<file path="src/design/htl_div.sv">
`timescale 1ns / 1ps
`default_nettype none
// Pipelined unsigned restoring divider, one quotient bit per stage.
module htl_div #(
    parameter int NW = 18,
    parameter int DW = 18,
    parameter int TW = 8
) (
    input  wire logic          i_clk,
    input  wire logic          i_rst_n,
    input  wire logic          i_valid,
    input  wire logic [NW-1:0] i_num,
    input  wire logic [DW-1:0] i_den,
    input  wire logic [TW-1:0] i_tag,
    output logic               o_valid,
    output logic [NW-1:0]      o_quot,
    output logic [TW-1:0]      o_tag
);
    logic [DW:0]   r_rem [0:NW];
    logic [NW-1:0] r_num [0:NW];
    logic [DW-1:0] r_den [0:NW];
    logic [TW-1:0] r_tag [0:NW];
    logic [NW:0]   r_v;

    always_comb begin
        r_rem[0] = '0;
        r_num[0] = i_num;
        r_den[0] = i_den;
        r_tag[0] = i_tag;
        r_v[0]   = i_valid;
    end

    for (genvar k = 0; k < NW; k++) begin : g_st
        logic [DW:0] n_rem;
        logic        n_q;
        always_comb begin
            n_rem = {r_rem[k][DW-1:0], r_num[k][NW-1]};
            n_q   = (n_rem >= (DW + 1)'(r_den[k]));
            if (n_q) begin
                n_rem = n_rem - (DW + 1)'(r_den[k]);
            end
        end
        always_ff @(posedge i_clk) begin
            r_rem[k+1] <= n_rem;
            r_num[k+1] <= {r_num[k][NW-2:0], n_q};
            r_den[k+1] <= r_den[k];
            r_tag[k+1] <= r_tag[k];
            if (!i_rst_n) begin
                r_v[k+1] <= 1'b0;
            end else begin
                r_v[k+1] <= r_v[k];
            end
        end
    end

    assign o_valid = r_v[NW];
    assign o_quot  = r_num[NW];
    assign o_tag   = r_tag[NW];
endmodule
`default_nettype wire

</file>
<file path="config.mk">
export PLATFORM = sky130hd
export DESIGN_NAME = htl_div
export DESIGN_NICKNAME = d
export VERILOG_FILES = /design/src/design/htl_div.sv
export SDC_FILE = /design/constraint.sdc
export NUM_CORES = 2
export LEC_CHECK = 0
export BUFFER_PORTS_ARGS = -buffer_cell sky130_fd_sc_hd__buf_4
export CAP_MARGIN = 5
export CORE_MARGIN = 4
export CORE_UTILIZATION = 40
export CTS_CLUSTER_DIAMETER = 150
export DETAILED_ROUTE_END_ITERATION = 10
export PLACE_DENSITY = 0.59
export SETUP_SLACK_MARGIN = 0.5
export SLEW_MARGIN = 20
export SYNTH_ARGS = -nofsm -noshare
export SYNTH_HDL_FRONTEND = slang
export SYNTH_SLANG_ARGS = --single-unit
</file>
<file path="constraint.sdc">
create_clock -name i_clk -period 5.4 [get_ports i_clk]
set_clock_uncertainty 0.1 [all_clocks]
set_input_delay 1.08 -clock i_clk [delete_from_list [all_inputs] [get_ports i_clk]]
set_output_delay 1.08 -clock i_clk [all_outputs]
set_load 0.005 [all_outputs]
</file>
==> impl_results.md <==
* Post-detail-place hpwl at 53.92 mm
* IO Count at 74
* Synthesized flop and latch total at 1098
* Reg2Reg Depth at 10
* Fillers at 9291
* Critical Path RT at 5870 ps
* WP data arrival at 3990 ps
* Outcome: complete, no violations
* Net Sw Power at 5.651 mW
* Number of global-route vias before repair at 25.02k
* Antenna Nets Post-Route at 0
* Post-CTS Setup Bufs at 0
* Total Nets Final at around 4.2k
* Clock Latency Late Sink at slightly below 700 ps
* Critical Path Sink: r_rem[96]
* Slowest CP cell: a31oi_2
* Switching share of total power at 27.08%
* PwrDens at 452.8 nW/µm²
* GRT Residual Overflow at 0
* Synth unique cells at 85
* Starting density of the core at 40.35%
* Post-synthesis area per instance at 10.80 µm²
* Total die area at between 100000 and 150000 µm²
* CP cell instances: inv_1, ha_1, o21a_1, o31ai_1, a211oi_1, nand4bb_1, nand2_1, a31oi_2, buf_4, mux2_2
* GRT Util Overall at between 10% and 20%
* RD Place Congestion at 0.8643
* Max H-tree Level at 3
* Syn Std Cell Area at 40470 µm²
* Crit path time final at 3526 ps
* Cell count after synthesis at 3748
* Clk Tree Root Cell: clkbuf_16
* Initial antenna violation count at 0
* Diodes inserted at 0
* Die W at 326.1 µm
* Longest Clk Path Bufs at 3
* Final Worst Setup Slack at 1874 ps
* Type of origin of the critical path: flip-flop
* Place WS at 1892 ps
* Vias per cell at 4.737
* Hold Path Class: reg2reg
* DR vias at 25.17k
* Top FF cell, synth: dfxtp_1
* Largest net degree at the start of global routing at 37
* Drt wl/cell at 13.73 µm
* Leak at approximately 21 nW
* Clock share of power at 36.3%
* Most common cell after layout, fill and taps aside: dfxtp_1
* Pint at 15.22 mW
* Slew margin rel. at 30.89%
* Clk slew on worst S/H paths at ~60 ps
* Cts hold-fix bufs at 0
* F_max at about 0.28 GHz
* Seq/Total Area, Yosys at a little over half
* Post-synth EDFFs at 0
* Port Buf Inserts at 73
* First-pass GRT wire length at between 100 and 150 mm
* Detailed Route WL at 72.94 mm
* Max_cap viols at 0
* RR Endpoint: r_rem[96]
* Die H at 326.1 µm
* Row count at 116
* Setup CP Type: reg2reg
* Final setup viols at 0
* Total CTS buffers at 113
* CP max FO at 16
* Seq pwr share at 44.0%
* RSZ-0062 raised after global routing: no
* Crit. End Element: flip-flop
* IR drop worst, VDD at ~0.33 mV
* Share of layout cells above drive strength 1 at 12.00%
* DRT Pass-1 Iters at 5
* Syn-to-layout area delta at 13.89%
* Iteration-0 DRC count of the detailed router at ~1.2k
* Critical Path Max Stage Delay at 800 ps
* Final Hold Viols at 0
* Placeable Area at 100300 µm²
* Slew Limit Fails at 0
* Post-synth ARST share at 0%
* DRC violations left at 0
* Register Area at 21980 µm²
* Synthesis Warnings at 0
* Most frequent cells in the layout: dfxtp_1, inv_1, ha_1
* Post-cts gate resize count at 0
* Fin Setup TNS at 0 ps
* Clk sinks at 1098
* R2R Path Start: r_den[110]
* CTS tree: done
* Final worst-path cycle share at around two thirds
* WHS at roughly 190 ps
* Comb power frac at between 10% and 20%
* Worst Max-Slew Pin Slew at 1037 ps
* CP startpoint: r_den[110]
* R2R setup slack at 1870 ps
* Area occupied by multi-input gates at 16620 µm²
* Syn Nets at between 4k and 5k
-- cell type report --
class                      count  area share [%]
sequential                  1098           47.70
multi-input combinational   2188           36.07
clock buffer                 170           7.148
tap                         1357           3.684
inverter                     383           3.119
timing repair buffer          82           1.336
clock inverter                36          0.9475
-- registers in the layout, summed over array words and instances (netlist names) --
signal   flops
r_v         17
o_quot      18
r_num      306
r_den      306
o_valid      1
r_tag      136
o_tag        8
r_rem      306
-- routing by layer --
| layer | track usage (%) | routed length [µm] | vias up |
|---|---|---|---|
| met5 | 0 | 0 | - |
| met3 | 2.623 | 3292 | 139 |
| met4 | 5.315 | 2130 | 0 |
| met1 | 17.68 | 34540 | 11520 |
| met2 | 22.48 | 32980 | 446 |
| li1 | - | - | 13070 |
-- power by group through the flow --
stage / combinational [mW] / sequential, mW / clock [mW]
floorplan: 3.31 / 9.22 / 0
global placement: 4.00 / 9.38 / 0
detailed placement: 4.04 / 9.38 / 0
CTS: 4.08 / 9.20 / 7.88
global route: 4.63 / 9.26 / 8.22
finish: 4.10 / 9.18 / 7.59
-- stage by stage --
| step | cell area [µm²] | util [%] | instances | total power [mW] |
|---|---|---|---|---|
| after floorplan | 40470 | - | 3748 | 12.52 |
| after global placement | 42350 | 42.23 | 5108 | 13.38 |
| final | 46090 | 45.95 | 5314 | 20.87 |
| after global routing | 46090 | 45.95 | 5314 | 22.11 |
| after detailed placement | 42350 | 42.23 | 5108 | 13.41 |
| after CTS | 46080 | 45.95 | 5314 | 21.16 |
-- worst min-delay path by stage --
stage | from | to | slack (ps) | cells after the start
6_report | r_num[110] | r_num[93] | 190 | 0
5_1_grt | r_num[110] | r_num[93] | 190 | 0
4_1_cts | r_num[110] | r_num[93] | 190 | 0
3_5_place_dp | r_num[118] | r_num[101] | 210 | 0
3_3_place_gp | r_num[186] | r_num[169] | 210 | 0
2_1_floorplan | r_num[27] | o_quot[10] | 210 | 0
-- critical path, delay by kind of cell (launching register included) --
family / cells / cell delay, ps
mux: 1 / 330
simple gates: 2 / 410
flops: 1 / 350
buf+inv: 2 / 340
compound gates: 4 / 1500
fa+ha+maj: 1 / 390
-- logic make-up after synthesis --
| family | count (synthesis) | synth area share [%] |
|---|---|---|
| DFF | 1098 | 54.32 |
| AOI/OAI and AO/OA | 794 | 12.54 |
| and+or+nand+nor | 648 | 7.789 |
| buffers and inverters | 462 | 4.657 |
| adders and majority gates | 324 | 10.32 |
| xor gates and xnor gates | 224 | 4.848 |
| muxes | 198 | 5.529 |
-- cells in the mapped netlist (36+ instances only) --
cell type | count | share of area (%)
nor2_1 | 143 | 1.3
xnor2_1 | 144 | 3.1
mux2_2 | 172 | 4.8
nand2_1 | 183 | 1.7
ha_1 | 308 | 9.5
nand4_1 | 40 | 0.62
dfxtp_1 | 1098 | 54
xor2_1 | 80 | 1.7
nand3_1 | 59 | 0.73
o21a_1 | 49 | 0.91
o21ai_0 | 193 | 2.4
inv_1 | 383 | 3.6
and2_1 | 36 | 0.56
nor3_1 | 51 | 0.63
a21oi_1 | 213 | 2.6
a21o_1 | 89 | 1.7
Note: power is estimated with default switching activity, not from simulation.
