### config.mk
export PLATFORM = sky130hd
export DESIGN_NAME = htl_sqrt
export DESIGN_NICKNAME = d
export VERILOG_FILES = /design/src/design/htl_pkg.sv /design/src/design/htl_sqrt.sv
export SDC_FILE = /design/constraint.sdc
export NUM_CORES = 2
export LEC_CHECK = 0
export BUFFER_PORTS_ARGS = -buffer_cell sky130_fd_sc_hd__buf_2
export CORE_ASPECT_RATIO = 1.1
export CORE_UTILIZATION = 55
export DETAILED_ROUTE_END_ITERATION = 16
export MAX_ROUTING_LAYER = met4
export PLACE_DENSITY = 0.72
export SLEW_MARGIN = 0
export SYNTH_ARGS = -nofsm -noshare
export SYNTH_HDL_FRONTEND = slang
export SYNTH_SLANG_ARGS = --single-unit
export TNS_END_PERCENT = 1
### constraint.sdc
create_clock -name i_clk -period 3.65 [get_ports i_clk]
set_input_delay 0.1825 -clock i_clk [delete_from_list [all_inputs] [get_ports i_clk]]
set_output_delay 0.1825 -clock i_clk [all_outputs]
set_load 0.01 [all_outputs]
### src/design/htl_pkg.sv
`timescale 1ns / 1ps
`default_nettype none
package htl_pkg;
    localparam int SqrtSteps = 17;
    localparam int LightDivisor = 213;
    localparam int LightAmbient = 96;
    localparam int NormalBias = 65536;
    localparam int LightX = -50;
    localparam int LightY = -10;
    localparam int LightZ = -50;
    localparam int QuotSteps = 18;

    function automatic logic [8:0] shade_sum(input logic [7:0] c, input logic [7:0] w,
                                             input logic [7:0] e, input logic [7:0] n,
                                             input logic [7:0] s);
        logic [9:0] t;
        t = 10'(c >> 1) + 10'(w >> 2) + 10'(e >> 3) + 10'(n >> 3) + 10'(s >> 2);
        return 9'(t);
    endfunction
endpackage
`default_nettype wire

### src/design/htl_sqrt.sv
`timescale 1ns / 1ps
`default_nettype none
// Pipelined restoring square root, one result bit per stage.
module htl_sqrt
    import htl_pkg::*;
#(
    parameter int W = 34,
    parameter int TW = 32
) (
    input  wire logic          i_clk,
    input  wire logic          i_rst_n,
    input  wire logic          i_valid,
    input  wire logic [W-1:0]  i_radicand,
    input  wire logic [TW-1:0] i_tag,
    output logic               o_valid,
    output logic [W/2:0]       o_root,
    output logic [TW-1:0]      o_tag
);
    localparam int S = (W + 1) / 2;
    logic [W+1:0]  r_rem  [0:S];
    logic [W+1:0]  r_rad  [0:S];
    logic [S-1:0]  r_root [0:S];
    logic [TW-1:0] r_tag  [0:S];
    logic [S:0]    r_v;

    always_comb begin
        r_rem[0]  = '0;
        r_rad[0]  = (W + 2)'(i_radicand);
        r_root[0] = '0;
        r_tag[0]  = i_tag;
        r_v[0]    = i_valid;
    end

    for (genvar k = 0; k < S; k++) begin : g_st
        logic [W+1:0] n_rem;
        logic [W+1:0] n_trial;
        logic [S-1:0] n_root;
        always_comb begin
            n_rem   = (r_rem[k] << 2) | (W + 2)'(r_rad[k][2*S-1 -: 2]);
            n_trial = (W + 2)'({r_root[k], 2'b01});
            n_root  = r_root[k] << 1;
            if (n_rem >= n_trial) begin
                n_rem  = n_rem - n_trial;
                n_root = n_root | S'(1);
            end
        end
        always_ff @(posedge i_clk) begin
            r_rem[k+1]  <= n_rem;
            r_rad[k+1]  <= r_rad[k] << 2;
            r_root[k+1] <= n_root;
            r_tag[k+1]  <= r_tag[k];
            if (!i_rst_n) begin
                r_v[k+1] <= 1'b0;
            end else begin
                r_v[k+1] <= r_v[k];
            end
        end
    end

    assign o_valid = r_v[S];
    assign o_root  = (W / 2 + 1)'(r_root[S]);
    assign o_tag   = r_tag[S];
endmodule
`default_nettype wire

==> summary.txt <==
Outcome
  – Status: completed

Power
  – Combinational share of power: about a tenth
  – Switching share of total power: 24.5%
  – Internal power: slightly below 0.03 W
  – Maximum vdd drop: 0.483 mV
  – Clock power share: approximately two fifths
  – Pleak: about 23 nW
  – Psw: about 0.0094 W
  – Pwr per Cell Area: approximately 730 nW/um^2
  – Flop pwr share: just over 50%

Setup path
  – Worst path buffer plus inverter count: 1
  – Slowest CP cell: or4_1
  – Crit end category: flip-flop
  – Required time of the critical path: 4.24 ns
  – Crit Path Max Fanout: 26
  – Most common cell on crit path: or4_1
  – Peak per-stage delay on the critical path: just under 0.6 ns
  – Startpoint types: flip-flop
  – Cell breakdown of the critical path: or4_1, or4_1, or4_1, nor4b_4, buf_4, nand2b_1, nor3b_1, xor2_1
  – WS Path Type: reg2reg
  – Delay-heaviest family, CP: simple AND/OR/NAND/NOR gates
  – WP data arrival: 3.81 ns

Route
  – Drt total wl: between 70 and 80 mm
  – Vias per cell: 4.96
  – Vias: 26687
  – DR WL/cell: about 14 um
  – Post-route ant nets: 0
  – Post-route DRC: 0
  – Drt pass-1 iters: 5
  – Initial DRC count: 1088

Clock network
  – Cts repair resizes: 0
  – Hold buffer count at CTS: 70
  – Clk Latency, worst-skew pair: between 0.7 and 0.8 ns
  – CTS Sinks: 1479
  – CTS buffer count: between 100 and 150
  – CTS tree: yes
  – Clock Root Buffer: clkbuf_16
  – Maximum clock path buffer count: 3
  – Setup Fix Bufs, Post-CTS: 0
  – Reg clk slew, reported paths: about 0.060 ns
  – CTS H-Tree Depth: 4

Die
  – CORE AREA: roughly 82000 sq um
  – DIE AREA: 83800 sq um
  – I/O pin count: 120
  – Starting Density: 55.5%
  – Die Height: between 300 and 400 um
  – Die span in x: about 280 um
  – # rows: 110

STA
  – Fin. Hold Viols: 0
  – Setup TNS: 0 ns
  – Peak Freq: a little over 300 MHz
  – Slew Viols, Final: 0
  – Endpoints failing setup: 0
  – Skew final: roughly 0.021 ns
  – RSZ-0062 raised after global routing: no
  – Slew @ Worst Pin: roughly 0.9 ns
  – Final Critical Period: 3.23 ns
  – Slew margin rel.: between 40% and 50%
  – Final setup margin: around 0.42 ns
  – Fin crit share: around 88%

Final layout
  – Nets: 4446
  – Fin util: between 60% and 70%
  – Share of cells above drive strength 1: between 10% and 20%
  – Area grow syn2layout: 16.3%
  – Antenna cell count: 0

Synthesis
  – Post-synth EDFFs: 0
  – FFs w/ async S/R, synth: 0%
  – Top FF cell, synth: dfxtp_1
  – Seq/Total Area, Yosys: 65.1%
  – YS warnings: 0
  – Post-Syn Instances: around 3900
  – Mapped Area: between 40000 and 50000 sq um
  – Register bit total from synthesis: between 1000 and 1500
  – Netlist cell types: 83
  – Syn_area_per_cell: 11.6 sq um

Placement
  – DP HPWL: ~53 mm
  – Routability Congestion: just under 1
  – Setup WS pre-CTS: 0.434 ns
  – Port Buffers: 118

GRT
  – Gr ovfl total: 0
  – Initial antenna violation count: 0
  – GR Util All Layers: 18.6%
  – M2 GR Usage: 35.4%
  – GR Layer Usage met1: 16.5%
  – Number of global-route vias before repair: between 20000 and 30000
  – Largest net degree at the start of global routing: 32
  – First-pass GRT wire length: between 100 and 150 mm
  – GR peak layer: met2
  – Met3 usage: under 10%

Hold path
  – Worst Hold Class: in2reg

Run
  – Max-Cap Viols: 0
-- area by class of cell --
class,instances,area (sq um)
Clock inverter,57,925
Timing Repair Buffer,226,1580
Inverter,213,800
Fill cell,6210,29000
Sequential cell,1479,29600
Clock buffer,191,4040
Multi-Input combinational cell,2146,14600
Tap cell,1064,1330
-- path summary, 6_finish.rpt --
kind              startpoint    endpoint  slack, ns  depth (start not counted)
hold reg to reg   r_rad[246]  r_rad[212]       0.31                          0
hold / removal     i_tag[19]  r_tag[531]       0.09                          2
setup reg to reg  r_rem[242]  r_rem[196]       0.42                          8
setup / recovery  r_rem[242]  r_rem[196]       0.42                          8
-- power by group through the flow --
| stage | registers, W | logic, W | clock network [W] |
|---|---|---|---|
| detailed placement | 0.0203 | 0.00362 | 0 |
| global placement | 0.0202 | 0.00357 | 0 |
| global route | 0.0202 | 0.00417 | 0.0161 |
| floorplan | 0.0198 | 0.00294 | 0 |
| CTS | 0.0199 | 0.00370 | 0.0154 |
| finish | 0.0199 | 0.00368 | 0.0150 |
-- Yosys cell counts (4+ instances only) --
library cell / instances / area share (%)
o31a_1: 7 / 0.13
nor2_1: 230 / 1.9
nand3b_1: 6 / 0.099
o21a_1: 30 / 0.50
a31oi_1: 12 / 0.17
o31ai_1: 18 / 0.30
a21boi_0: 4 / 0.066
clkbuf_1: 36 / 0.30
and3_1: 10 / 0.14
a21o_1: 34 / 0.56
inv_1: 211 / 1.7
nor4_1: 92 / 1.3
o211ai_1: 12 / 0.20
o2111ai_1: 9 / 0.17
dfxtp_1: 1479 / 65
xor2_1: 244 / 4.7
or2_2: 31 / 0.43
a211oi_1: 18 / 0.30
ha_1: 172 / 4.7
or4_1: 51 / 0.84
a2111oi_0: 5 / 0.096
nand4b_1: 6 / 0.12
xnor2_1: 164 / 3.2
a21oi_1: 149 / 1.6
nand2b_1: 56 / 0.77
nor3_1: 141 / 1.6
nand4_1: 31 / 0.43
o211a_1: 4 / 0.088
and2_1: 22 / 0.30
o41ai_1: 9 / 0.17
o21bai_1: 13 / 0.21
buf_4: 33 / 0.55
or3_1: 54 / 0.74
mux2_2: 25 / 0.62
buf_2: 13 / 0.14
nor4b_1: 4 / 0.077
nor3b_1: 11 / 0.18
nand3_1: 52 / 0.57
and4_1: 5 / 0.096
nor2b_1: 20 / 0.28
o21ai_0: 124 / 1.4
nand2_1: 206 / 1.7
-- cells in the final DEF (no fill, tap or decap), types with 124 or more instances in the layout --
cell,instances
xnor2_1,164
inv_1,211
clkbuf_16,140
a21oi_1,149
dfxtp_1,1479
xor2_1,244
nor2_1,230
ha_1,172
nand2_1,206
o21ai_0,124
nor3_1,141
-- per-layer routing --
metal / share of wire [%] / wire [um]
met1: 36 / 27200
met2: 54 / 41100
met3: 3.5 / 2620
met4: 6.0 / 4500
met5: 0 / 0
-- per-stage QoR --
step / instance area (sq um) / hold WS (ns) / power, W / cells
floorplan: 45500 / 0.210 / 0.0227 / 3925
global placement: 47200 / 0.284 / 0.0238 / 5058
detailed placement: 47200 / 0.286 / 0.0239 / 5058
CTS: 52900 / 0.0274 / 0.0390 / 5376
global route: 52900 / 0.0422 / 0.0405 / 5376
finish: 52900 / 0.0894 / 0.0386 / 5376
-- registers in the layout, indices dropped and copies added (netlist names) --
name / cells
o_root: 17
r_tag: 512
o_tag: 32
r_rad: 272
g_st.n_trial: 136
o_valid: 1
r_v: 16
r_rem: 493
-- cell families (layout without fill, tap and decap cells) --
group                    count (synthesis)  count (layout)  synth area share [%]
XOR/XNOR                               408             408                  7.86
flip-flops                            1479            1479                  65.1
other                                    1               2               0.00825
adder cells (fa/ha/maj)                172             172                  4.73
AND/OR/NAND/NOR                       1051            1051                  12.1
multiplexers                            28              28                 0.685
AO/OA/AOI/OAI                          485             485                  6.71
buffers and inverters                  300             687                  2.80
No activity file was read; power rests on OpenSTA's default activity.
